--- src/sv/cee_pkg.sv ---
// Shared types, constants and fixed-point helpers for the complex expression evaluator.
// No dependencies; every other file in sv/ imports this package.
package cee_pkg;

	localparam int STACK_DEPTH   = 16;
	localparam int NUM_VARIABLES = 26;
	localparam int NEST_MAX      = 31;

	localparam int SCW   = $clog2(STACK_DEPTH + 1);
	localparam int LVW   = $clog2(NEST_MAX + 1);
	localparam int CMPW  = ((SCW > LVW) ? SCW : LVW) + 1;
	localparam int VAR_AW = (NUM_VARIABLES > 1) ? $clog2(NUM_VARIABLES) : 1;

	localparam int OQ_DEPTH = 2;
	localparam int OQW      = $clog2(OQ_DEPTH + 1);

	localparam logic CMD_LOAD   = 1'b0;
	localparam logic CMD_SYMBOL = 1'b1;

	// ASCII codes of the recognized characters
	localparam logic [7:0] CH_A     = 8'h61; // a
	localparam logic [7:0] CH_Z     = 8'h7A; // z
	localparam logic [7:0] CH_PLUS  = 8'h2B; // +
	localparam logic [7:0] CH_STAR  = 8'h2A; // *
	localparam logic [7:0] CH_OPEN  = 8'h28; // (
	localparam logic [7:0] CH_CLOSE = 8'h29; // )
	localparam logic [7:0] CH_SPACE = 8'h20;

	localparam logic [1:0] ST_OK      = 2'd0;
	localparam logic [1:0] ST_INVALID = 2'd1;
	localparam logic [1:0] ST_STACK   = 2'd2;
	localparam logic [1:0] ST_EMPTY   = 2'd3;

	localparam logic [1:0] FLT_INVALID = 2'b01;
	localparam logic [1:0] FLT_STACK   = 2'b10;

	localparam logic signed [31:0] Q_MAX = 32'sh7FFF_FFFF;
	localparam logic signed [31:0] Q_MIN = 32'sh8000_0000;

	typedef enum logic {OP_ADD, OP_MUL} op_t;

	typedef enum logic [1:0] {CELL_HOLD, CELL_PUSH, CELL_POP} cell_cmd_t;

	typedef struct packed {
		cell_cmd_t vcmd;
		cell_cmd_t ocmd;
	} cell_ctl_t;

	typedef struct packed {
		logic signed [31:0] re;
		logic signed [31:0] im;
	} cval_t;

	typedef struct packed {
		logic               command;
		logic [4:0]         var_index;
		logic signed [31:0] value_re;
		logic signed [31:0] value_im;
		logic [7:0]         symbol;
		logic               end_of_expression;
	} item_t;

	typedef struct packed {
		logic signed [31:0] result_re;
		logic signed [31:0] result_im;
		logic [1:0]         status;
	} result_t;

	function automatic logic signed [31:0] sat33(input logic signed [32:0] x);
		if (x[32] == x[31]) begin
			return $signed(x[31:0]);
		end else if (x[32]) begin
			return Q_MIN;
		end else begin
			return Q_MAX;
		end
	endfunction

	// floor((p +/- q) / 2^24), saturated to 32 bits
	function automatic logic signed [31:0] fuse24(input logic signed [63:0] p,
	                                              input logic signed [63:0] q,
	                                              input logic sub);
		logic signed [64:0] s;
		logic signed [64:0] sh;
		s  = sub ? (65'(p) - 65'(q)) : (65'(p) + 65'(q));
		sh = s >>> 24;
		if ((&sh[64:31]) || !(|sh[64:31])) begin
			return $signed(sh[31:0]);
		end else if (sh[64]) begin
			return Q_MIN;
		end else begin
			return Q_MAX;
		end
	endfunction

endpackage

--- src/sv/cee_cell.sv ---
// One stack cell: a value entry and an operator entry that shift with their neighbors.
// Depends on cee_pkg (cval_t, op_t, cell_ctl_t).
module cee_cell import cee_pkg::*; (
	input  logic      clk,
	input  cell_ctl_t ctl,
	input  cval_t     v_above,
	input  cval_t     v_below,
	input  op_t       o_above,
	input  op_t       o_below,
	output cval_t     v,
	output op_t       o
);

	cval_t v_q;
	op_t   o_q;

	always_ff @(posedge clk) begin
		case (ctl.vcmd)
			CELL_PUSH: v_q <= v_above;
			CELL_POP:  v_q <= v_below;
			default:   v_q <= v_q;
		endcase
		case (ctl.ocmd)
			CELL_PUSH: o_q <= o_above;
			CELL_POP:  o_q <= o_below;
			default:   o_q <= o_q;
		endcase
	end

	assign v = v_q;
	assign o = o_q;

endmodule

--- config.mk ---
export PLATFORM = sky130hd
export DESIGN_NAME = cee_cell
export DESIGN_NICKNAME = d
export VERILOG_FILES = /design/src/sv/cee_pkg.sv /design/src/sv/cee_cell.sv
export SDC_FILE = /design/constraint.sdc
export NUM_CORES = 1
export LEC_CHECK = 0
export BUFFER_PORTS_ARGS = -buffer_cell sky130_fd_sc_hd__buf_2
export CAP_MARGIN = 20
export CORE_MARGIN = 1.5
export CORE_UTILIZATION = 42
export DETAILED_ROUTE_END_ITERATION = 6
export PLACE_DENSITY = 0.8
export SYNTH_ARGS = -nofsm -noshare
export SYNTH_HDL_FRONTEND = slang
export SYNTH_SLANG_ARGS = --single-unit
--- constraint.sdc ---
create_clock -name clk -period 3.4 [get_ports clk]
set_input_delay 0.68 -clock clk [delete_from_list [all_inputs] [get_ports clk]]
set_output_delay 0.68 -clock clk [all_outputs]
set_load 0.05 [all_outputs]
== After elaboration in Yosys (flattened, before gate mapping) ==
Cells that the tools add are included.

* Reductions and logical operators: 2
* Equal/unequal tests: 4
* Muxes and demuxes: 2

{| class="wikitable"
|+ Operators by type and width
! cell !! number
|-
| $pmux W64 S2 || 1
|-
| $eq A2 B1 Y1 const B || 2
|-
| $eq A2 B2 Y1 const B || 2
|-
| $reduce_bool A2 Y1 || 2
|-
| $pmux W1 S2 || 1
|}

* Output and inout port bits: 65
* Word-level logic and storage cells: 11
* Bits of input ports: 135
* Register bits after elaboration: 65

== Longest topological paths before layout ==
* Word-level depth: 2
* Depth in mapped cells: 5
* Mapped depth without buffers: 3

== Worst setup path after synthesis ==
No wires, ideal clock.

* Kind: input to register
* Start point: in ctl[2] (netlist bit)
* End point: reg v_q (netlist bit v[0]) (enable)
* Stages: 3
* Path buffers: 0
* Required time: 2.982 ns
* Data arrival time: 2.235 ns
* Setup time: 0.418 ns
* Slack: 0.747 ns
* Cells stage by stage: inv_1 ha_1 inv_1

* Cells in the longest elaborated chain, start to end: 2
* Elaborated cells between the ends (all ways): 3
* Those cells by class: eq/ne: 2; reduce/logical: 1

{| class="wikitable"
|+ RTL lines
! what !! RTL line !! RTL
|-
| start: declaration || cee_cell.sv:5 || <nowiki>input cell_ctl_t ctl,</nowiki>
|-
| $eq A2 B2 Y1 / $eq A2 B1 Y1 (equally long branches) || cee_cell.sv:18 || <nowiki>case (ctl.vcmd)</nowiki>
|-
| $reduce_bool A2 Y1 (no source line) * || - ||
|-
| end signal: assignment || cee_cell.sv:19 || <nowiki>CELL_PUSH: v_q <= v_above;</nowiki>
|-
| end signal: assignment || cee_cell.sv:20 || <nowiki>CELL_POP: v_q <= v_below;</nowiki>
|-
| end signal: assignment || cee_cell.sv:21 || <nowiki>default: v_q <= v_q;</nowiki>
|-
| end: declaration || cee_cell.sv:14 || <nowiki>cval_t v_q;</nowiki>
|}

Mark *: on every way between the ends. The rest lies on a longest branch, timed or not.
A chain may end at the register's enable or synchronous reset.

== Final worst setup path ==
* Start point: in ctl[2] (netlist bit)
* End point: reg v_q (netlist bit v[26]) (data pin)

* Cells in the longest elaborated chain, start to end: 2
* Elaborated cells between the ends (all ways): 3
* Those cells by class: eq/ne: 2; mux: 1

{| class="wikitable"
|+ RTL lines
! what !! RTL line
|-
| $eq A2 B2 Y1 / $eq A2 B1 Y1 (equally long branches) || cee_cell.sv:18
|-
| $pmux W64 S2 * || cee_cell.sv:18
|}

Marks and branches as above.

==> impl_results.md <==
- Final Hold Fails: 0
- Slew HR: 58.81%
- GPL Wtd Cong: just under 0.8
- Critical Path Slowest Stage Cell: ha_4
- Logic pwr share: 29.4%
- #FFs+latches synth: 65
- Setup repair bufs after CTS: 0
- HP Start: v_below[6]
- Final period util: 58.99%
- Largest net degree at the start of global routing: 37
- Final max-slew violation count: 0
- Slew @ Worst Pin: 0.6169 ns
- Syn Area/Cell: 21.54 um2
- Syn_nets: 280
- Layout cells sized above 1: 79.89%
- Multi-input combinational cell area: 994.7 um2
- 1st-pass router iterations: 4
- Clock sink count: 65
- Vias/cell: 4.493
- Post-synthesis cell type count: 7
- Peak VDD IR: around 0.25 mV
- Fillers: around 550
- WS Path Type: in -> reg
- Cell count after synthesis: approximately 140
- Hold EP: v[6]
- Int Pwr: 0.001728 W
- Root Buffer: clkbuf_8
- Antenna-violating nets left: 0
- Max Clk Rate: around 500 MHz
- Switching Fraction: 32.99%
- Clock slew at reported path FFs: approximately 0.08 ns
- CP endpoint kind: register
- CP Launch Type: input port
- Syn. warnings: 0
- Boundary pin count: 200
- Die X: 88.64 um
- Drt total wl: approximately 6600 um
- Layout net count: 485
- Post-layout min period: 2.006 ns
- Crit path DAT: between 2 and 2.5 ns
- IO Port Bufs: about 200
- Total number of H-tree levels: 3
- CTS Buffer Depth: 2
- Post-CTS sizing: 0
- Cts hold-fix bufs: 0
- Hold Crit Depth: 2
- Global-route wire length before repair: 9121 um
- Core ar.: 7176 um2
- CTS Buf Count: 9
- RSZ-0062 raised after global routing: false
- N_diodes: 0
- Pleak: a little over 2 nW
- Sequential power share: between 40% and 50%
- Initial Util: 42.93%
- DRC: 0
- Final Util: 60.70%
- FF+latch area: 1952 um2
- Placed cell areas: 4121 um2
- Status: finished, final reports clean
- Initial DRC Count: 53
- Initial antenna violation count: 0
- Final Instance Area: ~4400 um2
- Critical path's largest stage delay: 0.51 ns
- Register area share after synthesis: between 60% and 70%
- Total GRT Usage: 15.87%
- Clock power share: 30.1%
- Vias: 2031
- # rows: 31
- CP required: 3.48 ns
- Mapped cell area: 3080 um2
- NetSw: between 0.0008 and 0.0009 W
- P&R area growth vs syn: 41.39%
- Worst min path class: in -> reg
- Die area: 7857 um2
- Setup TNS: 0 ns
- Hpwl dp: ~5000 um
- Max Cap Viol: 0
- Power Density: 592.0 nW/um2
- Critical path, cell by cell: buf_2 > inv_1 > ha_4 > buf_12 > mux2_4
- GRT overflow: 0
- # setup viols final: 0
- Vias in the first global route: 1904
- CTS tree: yes
- CP max FO: 35
- WL per Instance: 14.55 um
- Die Y: 88.64 um
-- flip-flops by register name, indices dropped and copies added, names as in the netlist --
name,count
o,1
v,64
-- synthesized netlist by cell type --
master | number | area share, %
ha_1 | 2 | 0.81
buf_12 | 6 | 3.9
inv_1 | 4 | 0.49
buf_6 | 1 | 0.37
edfxtp_1 | 65 | 63
mux2_4 | 60 | 29
mux2_2 | 5 | 1.8
-- worst max-delay path, delay by kind of cell --
kind	cells	cell delay, ns
buffers and inverters	3	0.51
adders and majority gates	1	0.51
muxes	1	0.33
-- layout by cell type (no fill, tap or decap), types with 2 or more instances in the layout --
cell,instances
buf_12,2
clkbuf_8,9
inv_1,3
bufinv_16,3
mux2_2,5
mux2_4,60
buf_2,199
edfxtp_1,65
-- metal layers --
| layer | vias up | part of all wire [%] | GRT usage (%) |
|---|---|---|---|
| met3 | 19 | 7.9 | 4.104 |
| met2 | 124 | 50 | 27.82 |
| met5 | - | 0 | 0 |
| met1 | 925 | 39 | 17.13 |
| met4 | 0 | 3.5 | 9.659 |
| li1 | 963 | - | - |
-- power by group through the flow --
stage / clock (W) / combinational, W / sequential (W)
floorplan: 0 / 0.000153 / 0.00148
global placement: 0 / 0.000754 / 0.00106
detailed placement: 0 / 0.000763 / 0.00106
CTS: 0.000789 / 0.000764 / 0.00105
global route: 0.000826 / 0.000789 / 0.00106
finish: 0.000775 / 0.000758 / 0.00104
-- metrics by stage --
step	power, W	hold WS, ns	worst slack [ns]	instances
after floorplan	0.001631	0.8975	0.7468	143
after global placement	0.001816	0.9802	1.088	436
after detailed placement	0.001826	0.9836	1.044	436
after CTS	0.002600	0.6280	1.399	452
after global routing	0.002673	0.6246	1.349	452
final	0.002579	0.6398	1.394	452
-- cells by family (layout without fill, tap and decap cells) --
group	Yosys count	count (layout)	share of synthesized area, %
DFF	65	65	63.36
muxes	65	65	31.07
buffers and inverters	11	221	4.752
adders and majority gates	2	2	0.8122
-- cell type report --
class	count	share of cell area, %
Sequential cell	65	44.81
Timing Repair Buffer	201	23.79
Multi-Input combinational cell	67	22.84
Clock buffer	10	2.930
Tap cell	99	2.844
Clock inverter	6	2.442
Inverter	4	0.3447
-- how the worst max path moves through the flow --
stage                       from  endpoint  cells past startpoint
after floorplan           ctl[2]      v[0]                      3
after global placement    ctl[2]     v[26]                      5
after detailed placement  ctl[2]     v[26]                      5
after CTS                 ctl[2]     v[26]                      5
after global routing      ctl[2]     v[28]                      5
final                     ctl[2]     v[26]                      5
(Power assumes the default switching activity.)
