**src/sv/cee_pkg.sv**
```systemverilog
// Shared types, constants and fixed-point helpers for the complex expression evaluator.
// No dependencies; every other file in sv/ imports this package.
package cee_pkg;

	localparam int STACK_DEPTH   = 16;
	localparam int NUM_VARIABLES = 26;
	localparam int NEST_MAX      = 31;

	localparam int SCW   = $clog2(STACK_DEPTH + 1);
	localparam int LVW   = $clog2(NEST_MAX + 1);
	localparam int CMPW  = ((SCW > LVW) ? SCW : LVW) + 1;
	localparam int VAR_AW = (NUM_VARIABLES > 1) ? $clog2(NUM_VARIABLES) : 1;

	localparam int OQ_DEPTH = 2;
	localparam int OQW      = $clog2(OQ_DEPTH + 1);

	localparam logic CMD_LOAD   = 1'b0;
	localparam logic CMD_SYMBOL = 1'b1;

	// ASCII codes of the recognized characters
	localparam logic [7:0] CH_A     = 8'h61; // a
	localparam logic [7:0] CH_Z     = 8'h7A; // z
	localparam logic [7:0] CH_PLUS  = 8'h2B; // +
	localparam logic [7:0] CH_STAR  = 8'h2A; // *
	localparam logic [7:0] CH_OPEN  = 8'h28; // (
	localparam logic [7:0] CH_CLOSE = 8'h29; // )
	localparam logic [7:0] CH_SPACE = 8'h20;

	localparam logic [1:0] ST_OK      = 2'd0;
	localparam logic [1:0] ST_INVALID = 2'd1;
	localparam logic [1:0] ST_STACK   = 2'd2;
	localparam logic [1:0] ST_EMPTY   = 2'd3;

	localparam logic [1:0] FLT_INVALID = 2'b01;
	localparam logic [1:0] FLT_STACK   = 2'b10;

	localparam logic signed [31:0] Q_MAX = 32'sh7FFF_FFFF;
	localparam logic signed [31:0] Q_MIN = 32'sh8000_0000;

	typedef enum logic {OP_ADD, OP_MUL} op_t;

	typedef enum logic [1:0] {CELL_HOLD, CELL_PUSH, CELL_POP} cell_cmd_t;

	typedef struct packed {
		cell_cmd_t vcmd;
		cell_cmd_t ocmd;
	} cell_ctl_t;

	typedef struct packed {
		logic signed [31:0] re;
		logic signed [31:0] im;
	} cval_t;

	typedef struct packed {
		logic               command;
		logic [4:0]         var_index;
		logic signed [31:0] value_re;
		logic signed [31:0] value_im;
		logic [7:0]         symbol;
		logic               end_of_expression;
	} item_t;

	typedef struct packed {
		logic signed [31:0] result_re;
		logic signed [31:0] result_im;
		logic [1:0]         status;
	} result_t;

	function automatic logic signed [31:0] sat33(input logic signed [32:0] x);
		if (x[32] == x[31]) begin
			return $signed(x[31:0]);
		end else if (x[32]) begin
			return Q_MIN;
		end else begin
			return Q_MAX;
		end
	endfunction

	// floor((p +/- q) / 2^24), saturated to 32 bits
	function automatic logic signed [31:0] fuse24(input logic signed [63:0] p,
	                                              input logic signed [63:0] q,
	                                              input logic sub);
		logic signed [64:0] s;
		logic signed [64:0] sh;
		s  = sub ? (65'(p) - 65'(q)) : (65'(p) + 65'(q));
		sh = s >>> 24;
		if ((&sh[64:31]) || !(|sh[64:31])) begin
			return $signed(sh[31:0]);
		end else if (sh[64]) begin
			return Q_MIN;
		end else begin
			return Q_MAX;
		end
	endfunction

endpackage

```
**src/sv/cee_outq.sv**
```systemverilog
// Two-entry result queue; the head entry drives the result port.
// Depends on cee_pkg (result_t, OQ_DEPTH, OQW).
module cee_outq import cee_pkg::*; (
	input  logic           clk,
	input  logic           arst_n,
	input  logic           push,
	input  result_t        din,
	input  logic           stall,
	output logic           valid,
	output result_t        dout,
	output logic [OQW-1:0] level
);

	result_t        e0_q;
	result_t        e1_q;
	logic [OQW-1:0] cnt_q;
	logic           pop;

	assign pop = (cnt_q != '0) && !stall;

	always_ff @(posedge clk or negedge arst_n) begin
		if (!arst_n) begin
			cnt_q <= '0;
		end else begin
			cnt_q <= cnt_q + OQW'(push) - OQW'(pop);
		end
	end

	always_ff @(posedge clk) begin
		if (pop) begin
			e0_q <= (push && cnt_q == OQW'(1)) ? din : e1_q;
			if (push) begin
				e1_q <= din;
			end
		end else if (push) begin
			if (cnt_q == '0) begin
				e0_q <= din;
			end else begin
				e1_q <= din;
			end
		end
	end

	assign valid = (cnt_q != '0);
	assign dout  = e0_q;
	assign level = cnt_q;

endmodule

```
**config.mk**
```make
export PLATFORM = sky130hd
export DESIGN_NAME = cee_outq
export DESIGN_NICKNAME = d
export VERILOG_FILES = /design/src/sv/cee_pkg.sv /design/src/sv/cee_outq.sv
export SDC_FILE = /design/constraint.sdc
export NUM_CORES = 1
export LEC_CHECK = 0
export BUFFER_PORTS_ARGS = -buffer_cell sky130_fd_sc_hd__buf_2
export CORE_MARGIN = 4
export CORE_UTILIZATION = 30
export CTS_BUF_LIST = sky130_fd_sc_hd__clkbuf_8
export DETAILED_ROUTE_END_ITERATION = 10
export GPL_ROUTABILITY_DRIVEN = 1
export HOLD_SLACK_MARGIN = 0.02
export PLACE_DENSITY = 0.54
export SLEW_MARGIN = 20
export SYNTH_ARGS = -nofsm -noshare
export SYNTH_HDL_FRONTEND = slang
export SYNTH_SLANG_ARGS = --single-unit
```
**constraint.sdc**
```tcl
create_clock -name clk -period 5.4 [get_ports clk]
set_input_delay 0.54 -clock clk [delete_from_list [all_inputs] [get_ports clk]]
set_output_delay 0.54 -clock clk [all_outputs]
set_load 0.03 [all_outputs]
```
=== Word level (Yosys, flattened, before mapping) ===
Index checks and enable logic that the tools add are counted.

* Add/sub/neg operators: 2
* Muxes and demuxes: 8
* Reduce and logical (&&, ||, !) cells: 9
* Equal/unequal tests: 2

{| class="wikitable"
|+ Operator list
! operator !! number
|-
| $mux W66 || 8
|-
| $reduce_bool A2 Y1 || 3
|-
| $reduce_and A2 Y1 || 2
|-
| $add A2 B1 Y2 || 1
|-
| $eq A2 B1 Y1 const B || 1
|-
| $logic_and A1 B1 Y1 || 2
|-
| $logic_not A2 Y1 || 1
|-
| $ne A2 B2 Y1 const B || 1
|-
| $sub A2 B1 Y2 || 1
|-
| $logic_not A1 Y1 || 1
|}

* Word-level logic and storage cells: 28
* Input bits: 70
* Register bits after elaboration: 134
* Output and inout bits: 69

=== Logic depth before layout (Yosys ltp) ===
* Depth in word-level cells: 4
* Gate-level depth with buffers: 7
* Gate-level depth less buffers: 7

=== Worst setup path after synthesis ===
Ideal clock, no wire load.

* Kind: flip-flop to flip-flop
* Start point: reg cnt_q[1] (netlist: level[1])
* End point: reg e1_q[0] (netlist bit), enable pin
* Clock period less this slack: 4.137 ns
* Slack: 1.263 ns
* Path buffers: 0
* Arrival time: 3.639 ns
* Data required time: 4.903 ns
* Library setup time: 0.497 ns
* Stages on the path, launching flop included: 3
* Path through: dfrtp_1 > nor2_1 > nor2b_1

* Word-level cells in the longest chain between the ends: 4
* Elaborated cells on any way between the ends: 5
* Those cells by class: 1 x eq/ne; 4 x reduce/logical

{| class="wikitable"
|+ Ends and longest elaborated chain
! item !! RTL line !! RTL
|-
| from (decl) || cee_outq.sv:16 || <nowiki>logic [OQW-1:0] cnt_q;</nowiki>
|-
| from (signal assigned) || cee_outq.sv:25 || <nowiki>cnt_q <= cnt_q + OQW'(push) - OQW'(pop);</nowiki>
|-
| $reduce_bool A2 Y1 || cee_outq.sv:19 || <nowiki>assign pop = (cnt_q != '0) && !stall;</nowiki>
|-
| $logic_and A1 B1 Y1 || cee_outq.sv:19 ||
|-
| $ne A2 B2 Y1 (no line) * || -- ||
|-
| $reduce_and A2 Y1 (no line) * || -- ||
|-
| to (signal assigned) || cee_outq.sv:33 || <nowiki>e1_q <= din;</nowiki>
|-
| to (signal assigned) || cee_outq.sv:39 || <nowiki>e1_q <= din;</nowiki>
|-
| to (decl) || cee_outq.sv:15 || <nowiki>result_t e1_q;</nowiki>
|}

Every way passes the cells marked *; elsewhere a longest branch is shown, timed or not.
A chain may end at the register's enable or synchronous reset.

=== Worst setup path after layout ===
* Start point: reg cnt_q[1] (netlist: level[1])
* End point: reg e1_q[65] (netlist bit), enable pin

The elaborated chain is that of the path after synthesis.

==> qor.csv <==
stage,metric,value,unit
status,status,"complete, no violations",
hold_path,hp-class,in2reg,
clock_tree,clock_latency,0.42,ns
global_route,grt_max_degree,67,
floorplanning,fp.dieW,138,um
detailed_routing,drt_pass1_iterations,4,
finish,num_antenna_cells,0,
detailed_routing,wirelength,9.34,mm
floorplanning,core.rowCount,47,
pwr,swShare,0.335,
pwr,combPwrFrac,0.307,
placed_design,dp_hpwl,6.15,mm
floorplanning,dieArea,19200,sq um
timing,fmax,0.438,GHz
hold_path,hold_path_depth,1,
logic_synthesis,synth_edf_count,132,
placed_design,place_inst,573,
global_route,grt_usage,0.0996,
logic_synthesis,synth.most_common_cell,edfxtp_1,
job,drv_cap,0,
critical_path,critPathLaunch,level[1],
logic_synthesis,synth_fp_nets,292,
critical_path,reg2regPathDepth,3,
timing,period_needed,2.28,ns
finish,layout-drive-gt1-share,0.609,
timing,worst_pin_slew,0.898,ns
clock_tree,clk_pin_slew_worst_paths,0.08,ns
global_route,grt_pass1_wl,14.8,mm
critical_path,r2r-start,level[1],
clock_tree,cts_num_sinks,134,
global_route,antenna_found_initial,0,
critical_path,crit_required,5.46,ns
detailed_routing,wl_per_cell,15.4,um
logic_synthesis,netlist_area,5100,sq um
logic_synthesis,yosysTopAreaCell,edfxtp_1,
floorplanning,core_area,16600,sq um
finish,syn_to_final_growth,24.9,%
logic_synthesis,postSynthCellCount,220,
critical_path,crit_fanout,37,
clock_tree,ctsLongestPathBuffers,2,
logic_synthesis,synth_cell_type_count,15,
logic_synthesis,yosys.area.top_type_share,0.777,
pwr,pwr_density_cell,535,nW/um^2
timing,rsz0062_at_grt,false,
pwr,pwr-share-seq,0.469,
floorplanning,start_util,0.307,
timing,setup_tns,0,ns
logic_synthesis,synth_seq_cells,134,
detailed_routing,via_per_inst,4.12,
floorplanning,ios,139,
timing,maxSlewHeadroom,0.401,
detailed_routing,first_iter_violations,139,
global_route,overflow,0,
logic_synthesis,yosysWarnings,0,
pwr,power.share.clock,0.224,
clock_tree,cts_root_buf,clkbuf_8,
critical_path,r2r_setup_slack,3.12,ns
logic_synthesis,seq_area_frac_synth,0.786,
critical_path,crit_type,reg2reg,
floorplanning,chipHeight,138,um
logic_synthesis,yosys-top-cells-area,"edfxtp_1, mux2_4, mux2_2",
pwr,intPower,2.27,mW
timing,drv_slew,0,
timing,setup_viol,0,
clock_tree,cts_tree,yes,
finish,nets,445,
detailed_routing,drtAntennaViolNets,0,
critical_path,endpoint_kind,register,
hold_path,holdPathEnd,e1_q[3],
timing,hold_viol_final,0,
critical_path,worstPathArrival,2.34,ns
pwr,irDropWorstVdd,0.000394,V
logic_synthesis,async_reset_ff_frac,0.0149,
placed_design,gp_congestion,0.686,
timing,finalClockSkew,0.00740,ns
detailed_routing,vias,2496,
placed_design,place_ws,2.97,ns
clock_tree,cts_resized,0,
critical_path,r2r-end,e1_q[65],
hold_path,holdCritStartpoint,din[3],
clock_tree,cts_buffers,17,
pwr,p_leak,2.56,nW
logic_synthesis,synthTopCellsByCount,"edfxtp_1, mux2_4, mux2_2",
timing,period_share,0.422,
placed_design,place.port_buffers,138,
global_route,grt_pass1_vias,2714,
clock_tree,h-tree-depth,4,
logic_synthesis,synthFlopType,edfxtp_1,
critical_path,start_kind,register,
timing,setup_ws,3.12,ns
logic_synthesis,syn_area_per_cell,23.2,sq um
detailed_routing,drc,0,
pwr,p_sw,1.14,mW
clock_tree,cts_setup_buffers,0,
finish,fin_cells,606,
[kinds of logic (layout without fill, tap and decap cells)]
family | Yosys count | in the layout | synth area share
buffers and inverters | 10 | 176 | 0.0221
DFF | 134 | 134 | 0.786
and+or+nand+nor | 4 | 4 | 0.00441
xor gates and xnor gates | 2 | 2 | 0.00343
adders and majority gates | 2 | 2 | 0.00490
muxes | 66 | 66 | 0.175
AOI/OAI and AO/OA | 2 | 2 | 0.00368
[flip-flops by register name, summed over array words and instances, names as in the netlist]
signal,cells
dout,66
e1_q,66
level,2
[worst max-delay path, stage by stage, from the launching register on]
cell and delay (ns):
dfrtp_1 0.46, nor2_1 0.16, nor2b_4 0.70, buf_4 0.55
[stage by stage]
stage          power (mW)  cell area, sq um   util  hold WS, ns
2_1_floorplan        2.42              5100      -        0.244
6_report             3.41              6380  0.383        0.301
3_5_place_dp         2.70              6010  0.361        0.330
5_1_grt              3.59              6380  0.383        0.252
3_3_place_gp         2.68              6010  0.361        0.328
4_1_cts              3.48              6370  0.383        0.248
[how the worst max path moves through the flow]
stage,end,slack [ns],depth (start not counted)
after detailed placement,dout[1],2.97,5
after global routing,e1_q[65],2.92,3
after floorplan,e1_q[0],1.26,2
after CTS,e1_q[65],3.04,3
final,e1_q[65],3.12,3
after global placement,e1_q[14],2.99,3
[repair_timing]
| action | in CTS | in global routing |
|---|---|---|
| hold buffers | 1 | 0 |
| endpoints found under the hold margin | 2 | 0 |
| setup endpoints to repair | 0 | 0 |
[per-layer routing]
metal / wire (um) / GRT usage / part of all wire / vias to the layer above
li1: - / - / - / 1175
met1: 4270 / 0.126 / 0.46 / 1224
met2: 4260 / 0.148 / 0.46 / 90
met3: 721 / 0.0528 / 0.077 / 7
met4: 91 / 0.0328 / 0.0097 / 0
met5: 0 / 0 / 0 / -
[layout make-up]
cell class	count	area [sq um]
Timing Repair Buffer	141	719
Fill cell	1560	10300
Clock buffer	17	234
Multi-Input combinational cell	76	1000
Sequential cell	134	4010
Inverter	3	11.3
Clock inverter	15	123
Tap cell	220	275
[cell usage in the layout (no fill, tap or decap)]
cell | netlist | layout
bufinv_16 | 0 | 2
nor2_1 | 2 | 2
o21bai_4 | 0 | 1
dfrtp_1 | 2 | 2
dlygate4sd3_1 | 0 | 1
inv_1 | 3 | 6
buf_2 | 2 | 138
clkinv_1 | 0 | 4
buf_4 | 0 | 1
nor2b_4 | 0 | 1
buf_6 | 1 | 1
xnor2_1 | 2 | 2
nor2b_2 | 1 | 1
a21o_4 | 0 | 1
edfxtp_1 | 132 | 132
clkinvlp_4 | 0 | 1
clkinv_4 | 0 | 1
ha_1 | 2 | 2
clkinv_2 | 0 | 4
mux2_2 | 26 | 26
clkbuf_8 | 0 | 17
mux2_4 | 40 | 40
[power by group through the flow]
stage	combinational [mW]	sequential [mW]	clock [mW]
floorplan	0.432	1.99	0
global placement	1.06	1.62	0
detailed placement	1.07	1.62	0
CTS	1.07	1.60	0.797
global route	1.12	1.62	0.848
finish	1.05	1.60	0.765
Note: power is estimated with default switching activity, not from simulation.
